**src/rtl/mpr_pkg.sv**
```systemverilog
package mpr_pkg;

    localparam int MAX_FRAMES_DEF = 8;
    localparam int PAGE_BITS_DEF  = 8;
    localparam int COUNT_BITS_DEF = 16;

    localparam int CFG_BITS       = 4;
    localparam int CFG_RESET      = 4;
    localparam int FRAME_OUT_BITS = 3;
    localparam int FAULT_BITS     = 16;

    typedef enum logic [1:0] {
        ST_CLEAR,
        ST_IDLE,
        ST_UPDATE
    } t_state;

    // outcome of one frame lookup
    typedef struct packed {
        logic hit;
        logic fill;
        logic evict;
    } t_lookup;

endpackage

```
**src/rtl/mfu_page_replacement.sv**
```systemverilog
// Channel   Dir  Width              Fields (low bit first)
// s_axis    in   PAGE_BITS to bytes page_number
// m_axis    out  21+PAGE_BITS to bytes hit, frame_index, evicted_valid, evicted_page, fault_total
// cfg       in   4                  frames_in_use (write enable + data)
//
// Each reference first reads the reference count memory, then does the frame lookup,
// victim choice and count write-back; a new item is taken only once the last one has
// left its update state. After reset the count memory is swept to zero, one entry per
// cycle, with s_axis_tready low until the sweep is done. A result
// waits in the output register; a stalled m_axis holds the next item in its update state.
module mfu_page_replacement #(
    parameter int  MAX_FRAMES = mpr_pkg::MAX_FRAMES_DEF,
    parameter int  PAGE_BITS  = mpr_pkg::PAGE_BITS_DEF,
    parameter int  COUNT_BITS = mpr_pkg::COUNT_BITS_DEF,
    localparam int IN_W       = ((PAGE_BITS + 7) / 8) * 8,
    localparam int OUT_USED   = 1 + mpr_pkg::FRAME_OUT_BITS + 1 + PAGE_BITS
                                + mpr_pkg::FAULT_BITS,
    localparam int OUT_W      = ((OUT_USED + 7) / 8) * 8
) (
    input  logic                          i_clk,
    input  logic                          i_rst_n,
    input  logic                          s_axis_tvalid,
    output logic                          s_axis_tready,
    input  logic [IN_W-1:0]               s_axis_tdata,  // page_number
    output logic                          m_axis_tvalid,
    input  logic                          m_axis_tready,
    // hit, frame_index, evicted_valid, evicted_page, fault_total
    output logic [OUT_W-1:0]              m_axis_tdata,
    input  logic                          i_cfg_wr_en,
    input  logic [mpr_pkg::CFG_BITS-1:0]  i_cfg_wr_data
);
    import mpr_pkg::*;

    localparam int FRAME_W = (MAX_FRAMES > 1) ? $clog2(MAX_FRAMES) : 1;
    localparam int CNT_W   = $clog2(MAX_FRAMES + 1);

    t_state                r_state;
    t_state                n_state;
    logic [CFG_BITS-1:0]   r_frames;
    logic [PAGE_BITS-1:0]  r_page;
    logic [FAULT_BITS-1:0] r_fault;
    logic                  r_out_valid;
    logic [OUT_W-1:0]      r_out_data;

    logic                  mem_busy;
    logic [COUNT_BITS-1:0] mem_rd_data;
    logic [COUNT_BITS-1:0] new_count;
    logic [CNT_W-1:0]      n_eff;
    logic                  accept;
    logic                  fire;
    t_lookup               look;
    logic [FRAME_W-1:0]    frame;
    logic [PAGE_BITS-1:0]  evicted_page;
    logic [FAULT_BITS-1:0] fault_next;
    logic [31:0]           frame_ext;

    always_comb begin
        if (r_frames == '0) begin
            n_eff = CNT_W'(1);
        end else if (int'(r_frames) > MAX_FRAMES) begin
            n_eff = CNT_W'(MAX_FRAMES);
        end else begin
            n_eff = CNT_W'(r_frames);
        end
    end

    always_ff @(posedge i_clk) begin
        if (!i_rst_n) begin
            r_frames <= CFG_BITS'(CFG_RESET);
        end else if (i_cfg_wr_en) begin
            r_frames <= i_cfg_wr_data;
        end
    end

    always_ff @(posedge i_clk) begin
        if (!i_rst_n) begin
            r_state <= ST_CLEAR;
        end else begin
            r_state <= n_state;
        end
    end

    always_comb begin
        n_state       = r_state;
        s_axis_tready = 1'b0;
        accept        = 1'b0;
        fire          = 1'b0;
        unique case (r_state)
            ST_CLEAR: begin
                if (!mem_busy) begin
                    n_state = ST_IDLE;
                end
            end
            ST_IDLE: begin
                s_axis_tready = 1'b1;
                accept        = s_axis_tvalid;
                if (s_axis_tvalid) begin
                    n_state = ST_UPDATE;
                end
            end
            ST_UPDATE: begin
                // hold until the output register is free or being emptied
                fire = !r_out_valid || m_axis_tready;
                if (fire) begin
                    n_state = ST_IDLE;
                end
            end
            default: begin
                n_state = ST_IDLE;
            end
        endcase
    end

    always_ff @(posedge i_clk) begin
        if (accept) begin
            r_page <= s_axis_tdata[PAGE_BITS-1:0];
        end
    end

    assign new_count = (mem_rd_data == '1) ? mem_rd_data : mem_rd_data + 1'b1;

    mpr_count_mem #(
        .PAGE_BITS  (PAGE_BITS),
        .COUNT_BITS (COUNT_BITS)
    ) u_count_mem (
        .i_clk     (i_clk),
        .i_rst_n   (i_rst_n),
        .i_rd_en   (accept),
        .i_rd_addr (s_axis_tdata[PAGE_BITS-1:0]),
        .i_wr_en   (fire),
        .i_wr_addr (r_page),
        .i_wr_data (new_count),
        .o_rd_data (mem_rd_data),
        .o_busy    (mem_busy)
    );

    mpr_frames #(
        .MAX_FRAMES (MAX_FRAMES),
        .PAGE_BITS  (PAGE_BITS),
        .COUNT_BITS (COUNT_BITS)
    ) u_frames (
        .i_clk          (i_clk),
        .i_rst_n        (i_rst_n),
        .i_n            (n_eff),
        .i_page         (r_page),
        .i_upd          (fire),
        .i_new_count    (new_count),
        .o_look         (look),
        .o_frame        (frame),
        .o_evicted_page (evicted_page)
    );

    assign fault_next = (!look.hit && (r_fault != '1)) ? r_fault + 1'b1 : r_fault;
    assign frame_ext  = 32'(frame);

    always_ff @(posedge i_clk) begin
        if (!i_rst_n) begin
            r_fault     <= '0;
            r_out_valid <= 1'b0;
        end else begin
            if (fire) begin
                r_fault     <= fault_next;
                r_out_valid <= 1'b1;
            end else if (m_axis_tready) begin
                r_out_valid <= 1'b0;
            end
        end
    end

    always_ff @(posedge i_clk) begin
        if (fire) begin
            r_out_data <= OUT_W'({fault_next, evicted_page, look.evict,
                                  frame_ext[FRAME_OUT_BITS-1:0], look.hit});
        end
    end

    assign m_axis_tvalid = r_out_valid;
    assign m_axis_tdata  = r_out_data;

endmodule

```
**src/rtl/mpr_count_mem.sv**
```systemverilog
module mpr_count_mem #(
    parameter int PAGE_BITS  = mpr_pkg::PAGE_BITS_DEF,
    parameter int COUNT_BITS = mpr_pkg::COUNT_BITS_DEF
) (
    input  logic                  i_clk,
    input  logic                  i_rst_n,
    input  logic                  i_rd_en,
    input  logic [PAGE_BITS-1:0]  i_rd_addr,
    input  logic                  i_wr_en,
    input  logic [PAGE_BITS-1:0]  i_wr_addr,
    input  logic [COUNT_BITS-1:0] i_wr_data,
    output logic [COUNT_BITS-1:0] o_rd_data,
    output logic                  o_busy
);
    import mpr_pkg::*;

    localparam int DEPTH = 1 << PAGE_BITS;

    logic [COUNT_BITS-1:0] r_mem [DEPTH];
    logic [COUNT_BITS-1:0] r_rd_data;
    logic                  r_clearing;
    logic [PAGE_BITS-1:0]  r_clr_addr;

    logic                  wr_en;
    logic [PAGE_BITS-1:0]  wr_addr;
    logic [COUNT_BITS-1:0] wr_data;

    // the clearing sweep owns the write port until it reaches the last entry
    always_comb begin
        if (r_clearing) begin
            wr_en   = 1'b1;
            wr_addr = r_clr_addr;
            wr_data = '0;
        end else begin
            wr_en   = i_wr_en;
            wr_addr = i_wr_addr;
            wr_data = i_wr_data;
        end
    end

    always_ff @(posedge i_clk) begin
        if (!i_rst_n) begin
            r_clearing <= 1'b1;
            r_clr_addr <= '0;
        end else if (r_clearing) begin
            r_clr_addr <= r_clr_addr + 1'b1;
            if (r_clr_addr == '1) begin
                r_clearing <= 1'b0;
            end
        end
    end

    always_ff @(posedge i_clk) begin
        if (wr_en) begin
            r_mem[wr_addr] <= wr_data;
        end
        if (i_rd_en) begin
            r_rd_data <= r_mem[i_rd_addr];
        end
    end

    assign o_rd_data = r_rd_data;
    assign o_busy    = r_clearing;

endmodule

```
**src/rtl/mpr_frames.sv**
```systemverilog
module mpr_frames #(
    parameter int  MAX_FRAMES = mpr_pkg::MAX_FRAMES_DEF,
    parameter int  PAGE_BITS  = mpr_pkg::PAGE_BITS_DEF,
    parameter int  COUNT_BITS = mpr_pkg::COUNT_BITS_DEF,
    localparam int FRAME_W    = (MAX_FRAMES > 1) ? $clog2(MAX_FRAMES) : 1,
    localparam int CNT_W      = $clog2(MAX_FRAMES + 1)
) (
    input  logic                  i_clk,
    input  logic                  i_rst_n,
    input  logic [CNT_W-1:0]      i_n,
    input  logic [PAGE_BITS-1:0]  i_page,
    input  logic                  i_upd,
    input  logic [COUNT_BITS-1:0] i_new_count,
    output mpr_pkg::t_lookup      o_look,
    output logic [FRAME_W-1:0]    o_frame,
    output logic [PAGE_BITS-1:0]  o_evicted_page
);
    import mpr_pkg::*;

    logic [PAGE_BITS-1:0]  r_page [MAX_FRAMES];
    logic [FRAME_W-1:0]    r_rank [MAX_FRAMES];
    logic [COUNT_BITS-1:0] r_cnt  [MAX_FRAMES];
    logic [MAX_FRAMES-1:0] r_occ;

    logic [MAX_FRAMES-1:0] managed;
    logic [MAX_FRAMES-1:0] match;
    logic [MAX_FRAMES-1:0] empty;
    logic [FRAME_W-1:0]    f_hit;
    logic [FRAME_W-1:0]    f_empty;
    logic [FRAME_W-1:0]    f_victim;
    logic [FRAME_W-1:0]    f_sel;
    t_lookup               look;

    always_comb begin
        for (int k = 0; k < MAX_FRAMES; k++) begin
            managed[k] = (k < int'(i_n));
            match[k]   = managed[k] && r_occ[k] && (r_page[k] == i_page);
            empty[k]   = managed[k] && !r_occ[k];
        end
    end

    // lowest managed frame wins both searches
    always_comb begin
        f_hit   = '0;
        f_empty = '0;
        for (int k = MAX_FRAMES - 1; k >= 0; k--) begin
            if (match[k]) begin
                f_hit = FRAME_W'(k);
            end
            if (empty[k]) begin
                f_empty = FRAME_W'(k);
            end
        end
    end

    // largest count, then oldest rank; ranks are distinct so the key is unique
    always_comb begin
        f_victim = '0;
        for (int k = 1; k < MAX_FRAMES; k++) begin
            if (managed[k] &&
                ({r_cnt[k], r_rank[k]} > {r_cnt[f_victim], r_rank[f_victim]})) begin
                f_victim = FRAME_W'(k);
            end
        end
    end

    always_comb begin
        look.hit   = |match;
        look.fill  = !look.hit && (|empty);
        look.evict = !look.hit && !(|empty);
        priority if (look.hit) begin
            f_sel = f_hit;
        end else if (look.fill) begin
            f_sel = f_empty;
        end else begin
            f_sel = f_victim;
        end
    end

    always_ff @(posedge i_clk) begin
        if (!i_rst_n) begin
            r_occ <= '0;
        end else if (i_upd) begin
            r_occ[f_sel] <= 1'b1;
        end
    end

    always_ff @(posedge i_clk) begin
        if (i_upd) begin
            for (int k = 0; k < MAX_FRAMES; k++) begin
                if (FRAME_W'(k) == f_sel) begin
                    if (!look.hit) begin
                        r_page[k] <= i_page;
                    end
                    r_rank[k] <= '0;
                    r_cnt[k]  <= i_new_count;
                end else if (r_occ[k]) begin
                    // age frames that were more recent than the touched one
                    if (look.fill || (r_rank[k] < r_rank[f_sel])) begin
                        r_rank[k] <= r_rank[k] + 1'b1;
                    end
                    // keep every copy of this page in step with the table
                    if (r_page[k] == i_page) begin
                        r_cnt[k] <= i_new_count;
                    end
                end
            end
        end
    end

    assign o_look         = look;
    assign o_frame        = f_sel;
    assign o_evicted_page = look.evict ? r_page[f_sel] : '0;

endmodule
```
**config.mk**
```make
export PLATFORM = sky130hd
export DESIGN_NAME = mfu_page_replacement
export DESIGN_NICKNAME = d
export VERILOG_FILES = /design/src/rtl/mpr_pkg.sv /design/src/rtl/mfu_page_replacement.sv /design/src/rtl/mpr_count_mem.sv /design/src/rtl/mpr_frames.sv
export SDC_FILE = /design/constraint.sdc
export NUM_CORES = 2
export LEC_CHECK = 0
export ABC_AREA = 1
export BUFFER_PORTS_ARGS = -buffer_cell sky130_fd_sc_hd__buf_2
export CAP_MARGIN = 0
export CELL_PAD_IN_SITES_DETAIL_PLACEMENT = 1
export CELL_PAD_IN_SITES_GLOBAL_PLACEMENT = 2
export CORE_ASPECT_RATIO = 1.5
export CORE_MARGIN = 1
export CORE_UTILIZATION = 50
export CTS_BUF_LIST = sky130_fd_sc_hd__clkbuf_8
export CTS_CLUSTER_DIAMETER = 200
export CTS_CLUSTER_SIZE = 14
export DETAILED_ROUTE_END_ITERATION = 6
export PLACE_DENSITY = 0.92
export SETUP_SLACK_MARGIN = 0.2
export SLEW_MARGIN = 20
export SYNTH_ARGS = -nofsm -noshare
export SYNTH_HDL_FRONTEND = slang
export SYNTH_MEMORY_MAX_BITS = 65536
export SYNTH_SLANG_ARGS = --single-unit
```
**constraint.sdc**
```tcl
create_clock -name i_clk -period 25.5 [get_ports i_clk]
set_clock_uncertainty 0.15 [all_clocks]
set_input_delay 5.1 -clock i_clk [delete_from_list [all_inputs] [get_ports i_clk]]
set_output_delay 5.1 -clock i_clk [all_outputs]
set_load 0.03 [all_outputs]
```
Word level (Yosys, flattened, before mapping)

Memories as Yosys holds them, arrays and structs flattened. A register that Yosys moved wholly into a read port is not among the register bits.
Cells that the tools add are included.
Widths: inputs -> output; s select.

Register bits: 69
RAM bits: 4312
Input port bits: 17
Word-level logic and storage cells: 373
Memories kept: 4

$add $sub $neg: 11
Order comparisons: 26
Eq/ne operators: 23
Multiplexer cells: 213
Bitwise operators: 17
Reduce and logical (&&, ||, !) cells: 70

Memory list:

| memory            | words | width | read ports | clocked after Yosys merged registers in | write ports | RTL line            | source |
|---|---|---|---|---|---|---|---|
| u_count_mem.r_mem | 256   | 16    | 1          | 1                                       | 1           | mpr_count_mem.sv:19 | `logic [COUNT_BITS-1:0] r_mem [DEPTH];` |
| u_frames.r_cnt    | 8     | 16    | 14         | 0                                       | 8           | mpr_frames.sv:22    | `logic [COUNT_BITS-1:0] r_cnt [MAX_FRAMES];` |
| u_frames.r_page   | 8     | 8     | 9          | 1                                       | 1           | mpr_frames.sv:20    | `logic [PAGE_BITS-1:0] r_page [MAX_FRAMES];` |
| u_frames.r_rank   | 8     | 3     | 15         | 0                                       | 8           | mpr_frames.sv:21    | `logic [FRAME_W-1:0] r_rank [MAX_FRAMES];` |

Operator list:

| operator              | count |
|---|---|
| $mux 16               | 11 |
| $mux 1                | 148 |
| $gt 19x19->1          | 7 |
| $mux 3                | 37 |
| $reduce_or 8->1       | 9 |
| $eq 8x8->1            | 8 |
| $mux 8                | 8 |
| $logic_and 1x1->1     | 35 |
| $add 16x1->16 const B | 2 |
| $add 3x1->3 const B   | 8 |
| $lt 3x3->1            | 8 |
| $eq 16x16->1 const B  | 1 |
| $lt 3x4->1 const A    | 4 |
| $ne 16x16->1 const B  | 1 |
| $or 1x1->1            | 16 |
| $eq 3x3->1 const A    | 4 |
| $logic_not 1->1       | 12 |
| $mux 2                | 5 |
| $logic_or 1x1->1      | 9 |
| $add 8x1->8 const B   | 1 |
| $eq 8x8->1 const B    | 1 |
| $lt 1x4->1 const A    | 2 |
| $lt 2x4->1 const A    | 2 |
| $mux 4                | 2 |
| 16 further kinds      | 19 |

Logic depth before layout (Yosys ltp)

An unclocked memory read counts as a cell.

Depth after elaboration: 44
Gate-level depth with buffers: 121
Gate-level depth less buffers: 112

Modules after synthesis

From an unflattened synthesis, not the netlist that was laid out.

Cell total of the unflattened synthesis: 16218
Area, all modules: 185930.8 µm²

Modules (own cells, without submodules):

| module               | instances | cells each | area an instance (µm²) |
|---|---|---|---|
| mpr_count_mem        | 1         | 13718      | 166181.9 |
| mpr_frames           | 1         | 2108       | 16671.0 |
| mfu_page_replacement | 1         | 392        | 3078.0 |

Worst setup path after synthesis

No wires, ideal clock.

Kind: register -> register
Start: register u_count_mem.r_rd_data[0] (netlist: u_count_mem.o_rd_data[0]), read port of u_count_mem.r_mem
End: memory u_count_mem.r_mem[0][8] (netlist bit) (data pin)
Arrival: 12243 ps
Slack: 10862 ps
Cell stages (with the launch flop): 16
Path buffers: 0
Period minus slack after synthesis: 14638 ps
Cell sequence: edfxtp_1 -> ha_1 -> inv_1 -> nor3_1 -> inv_1 -> nor4_1 -> inv_1 -> nor2_1 -> inv_1 -> nor2_1 -> inv_1 -> nor2_1 -> nor2_1 -> nand2_1 -> inv_1 -> a211oi_1

Word-level cells in the longest chain between the ends: 3

RTL lines:

| item                                                 | RTL line                    | source |
|---|---|---|
| start, declared                                      | mpr_count_mem.sv:20         | `logic [COUNT_BITS-1:0] r_rd_data;` |
| $add 16x1->16 / $eq 16x16->1 (equally long branches) | mfu_page_replacement.sv:120 | `assign new_count = (mem_rd_data == '1) ? mem_rd_data : mem_rd_data + 1'b1;` |
| $mux 16 (*)                                          | mfu_page_replacement.sv:120 |  |
| $mux 16 (*)                                          | mpr_count_mem.sv:30         | `if (r_clearing) begin` |
| net u_count_mem.wr_data[8]                           | mpr_count_mem.sv:26         | `logic [COUNT_BITS-1:0] wr_data;` |
| end, declared                                        | mpr_count_mem.sv:19         |  |

Mark *: on every way through the listed nets, which the timed path passes. The rest lies on a longest branch.

==> impl_metrics.csv <==
group,metric,value,unit
run_status,status,"finished with violations",
run_status,violations,"capacitance limit, slew limit",
setup_path,crit_type,"flop to flop",
setup_path,r2r_slack,4.93,ns
global_route,grt_pass1_wl,878000,um
setup_path,arrival,21.27,ns
placement,postPlaceCellArea,188000,um2
detailed_routing,vias,128000,
floorplan,core,361000,um2
setup_path,cp-end-kind,"flop",
sta,report.final.slew_viol_count,9,
yosys,synth_async_sr_flop_share,0,
global_route,grt_usage,0.327,
clocking,cts_buffer_depth,4,
layout,stdcell_area,193000,um2
yosys,yosysWarningCount,0,
pwr,leakage,64.6,nW
yosys,synth_top_area_frac,0.722,
yosys,avgSynthCellArea,12.3,um2
global_route,grt_max_degree,221,
setup_path,cp.depth,101,
placement,numPortBuffers,47,
global_route,antenna_found_initial,43,
clocking,hold_buffers,0,
setup_path,cp.required,26.20,ns
layout,area_growth,6.50,%
setup_path,rr_worst_depth,101,
yosys,synth_ff_type,"edfxtp_1",
setup_path,startpoint_type,"flop",
setup_path,crit_buf_inv,15,
yosys,yosys.area.top_type,"edfxtp_1",
floorplan,dieHeight,740,um
run,cap_violations,2,
clocking,cts-buffers-inserted,356,
yosys,synth_common_cells,"edfxtp_1, nor2_1, o21ai_0",
sta,rsz0062_at_grt,"no",
sta,tns,0,ns
detailed_routing,ant_nets,0,
setup_path,worstSetupStartpoint,"u_frames.r_rank[0][1]",
clocking,ctsResizeCount,0,
placement,place_congestion,0.931,
floorplan,rows,270,
sta,worst_slew_pin_slew,1.79,ns
detailed_routing,drt-initial-drc-count,15400,
clocking,cts_root_buf,"clkbuf_8",
setup_path,endpoint,"u_frames.r_rank[6][2]",
yosys,synth-edff-count,4365,
placement,dpl.hpwl,370000,um
clocking,cts_max_level,5,
setup_path,cpPeakStageDelay,0.78,ns
floorplan,pin_count,51,
floorplan,die_area,365000,um2
sta,relSlewSlack,-0.195,
clocking,path_clk_slew,0.11,ns
floorplan,start_util,0.503,
setup_path,worst_path_most_repeated_cell,"nand2_1",
setup_path,timing.rr.end,"u_frames.r_rank[6][2]",
yosys,syn_area,181000,um2
sta,period_share,0.807,
setup_path,cp_top_family,"simple AND/OR/NAND/NOR gates",
sta,fin_crit,20.57,ns
pwr,p_per_area,64.3,nW/um2
global_route,grt-ovfl-total,0,
detailed_routing,wire_per_inst,31.3,um
detailed_routing,first_pass_iters,5,
layout,nets,14800,
setup_path,cp_max_fo,42,
setup_path,r2r-start,"u_frames.r_rank[0][1]",
layout,drive_gt1_frac,0.0734,
yosys,synth_most_common_cell,"edfxtp_1",
yosys,ys_seq_area_frac,0.727,
hold_path,min_path_cells,2,
global_route,grt_pass1_vias,131000,
sta,finalHoldViolCount,0,
pwr,vdd_ir_drop_max,0.0365,mV
clocking,cts_tree,"yes",
detailed_routing,vias_per_cell,6.55,
detailed_routing,drc_errors,0,
floorplan,die_x,494,um
sta,setup_viol,0,
yosys,synth.lib_cells_used.distinct,69,
clocking,clk_latency,1.13,ns
yosys,ys_seq_elements,4405,
yosys,synth_cells,14800,
clocking,clock_sinks,4405,
yosys,yosys-top-cells-area,"edfxtp_1, o21ai_0, nor2_1",
clocking,post_cts_buffers,0,
hold_path,hold_class,"flop to flop",
sta,fmax,0.0486,GHz
setup_path,slowest_stage,"a32oi_1",
detailed_routing,wirelength,610000,um
[logic make-up (layout without fill, tap and decap cells)]
kind of cell | count (synthesis) | after routing | share of synthesized area
flops | 4405 | 4405 | 0.727
fa+ha+maj | 152 | 152 | 0.0105
xor+xnor | 42 | 42 | 0.00203
buf+inv | 1388 | 1267 | 0.0294
other cells | 1 | 32 | 0.0000207
simple gates | 4247 | 4247 | 0.0923
compound gates | 4565 | 4565 | 0.139
[worst min-delay path by stage]
stage	start	endpoint	slack, ns
2_1_floorplan	u_count_mem.r_clr_addr[7]	u_count_mem.r_clr_addr[7]	0.31
3_3_place_gp	u_count_mem.r_clr_addr[7]	u_count_mem.r_clr_addr[7]	0.34
3_5_place_dp	u_count_mem.r_clr_addr[7]	u_count_mem.r_clr_addr[7]	0.36
4_1_cts	u_count_mem.r_clr_addr[7]	u_count_mem.r_clr_addr[7]	0.37
5_1_grt	u_count_mem.r_clr_addr[7]	u_count_mem.r_clr_addr[7]	0.41
6_report	u_count_mem.r_clr_addr[7]	u_count_mem.r_clr_addr[7]	0.37
[tightest hold or removal path: stages (launching register included)]
cell and delay [ns]:
dfxtp_1 0.32, inv_1 0.10, a21oi_1 0.07
[stage by stage]
stage / instances / power, mW / worst slack (ns) / hold WS [ns] / utilization
5_1_grt: 19500 / 12.7 / 3.48 / 0.406 / 0.536
2_1_floorplan: 14800 / 8.59 / 10.86 / 0.314 / -
4_1_cts: 19400 / 12.4 / 4.74 / 0.373 / 0.535
3_5_place_dp: 19000 / 8.99 / 4.80 / 0.359 / 0.521
3_3_place_gp: 19000 / 8.96 / 4.84 / 0.341 / 0.520
6_report: 19500 / 12.4 / 4.93 / 0.371 / 0.536
[layer usage]
| metal | global-route usage | share of wire |
|---|---|---|
| met5 | 0 | 0.00025 |
| met3 | 0.0536 | 0.083 |
| met2 | 0.550 | 0.49 |
| met1 | 0.392 | 0.36 |
| met4 | 0.200 | 0.068 |
[where the power goes]
part           switching, mW  internal (mW)
Combinational          0.754          0.261
Sequential           0.00312           7.83
Clock                   2.29           1.29
Total                   3.04           9.39
[placed cells by master, fill, tap and decap left out, drive strengths merged, types with 4 or more instances in the layout]
cell type,count
or2,12
xnor2,23
inv,384
clkinvlp,7
o21a,11
o31ai,18
o21ai,2816
o2111ai,16
nor4,8
diode,29
o211ai,43
a31oi,44
edfxtp,4365
a22oi,4
nor2,3391
nand3,127
nor3,60
o22ai,1290
ha,152
clkbuf,365
buf,506
nand4,53
a211oi,11
a32oi,6
a21oi,205
clkinv,5
xor2,19
o32ai,87
nand2,580
dfxtp,40
[area by class of cell]
| cell class | count | area (um2) |
|---|---|---|
| antenna | 29 | 72.6 |
| inverter | 359 | 1390 |
| fill | 36500 | 168000 |
| clock buffer | 365 | 5020 |
| sequential | 4405 | 132000 |
| multi-input combinational | 9009 | 44700 |
| timing repair buffer | 506 | 4080 |
| clock inverter | 37 | 208 |
| tap | 4760 | 5960 |
[sequential cells by signal, summed over array words and instances (netlist names)]
| register | flops |
|---|---|
| u_count_mem.r_mem | 4096 |
| u_frames.r_cnt | 128 |
| u_frames.r_page | 64 |
| m_axis_tdata | 29 |
| u_frames.r_rank | 24 |
| r_fault | 16 |
| u_count_mem.o_rd_data | 16 |
| r_page | 8 |
| u_count_mem.r_clr_addr | 8 |
| u_frames.r_occ | 8 |
| r_frames | 4 |
| r_state | 2 |
| m_axis_tvalid | 1 |
| u_count_mem.o_busy | 1 |
Power figures use the tool's default switching activity.
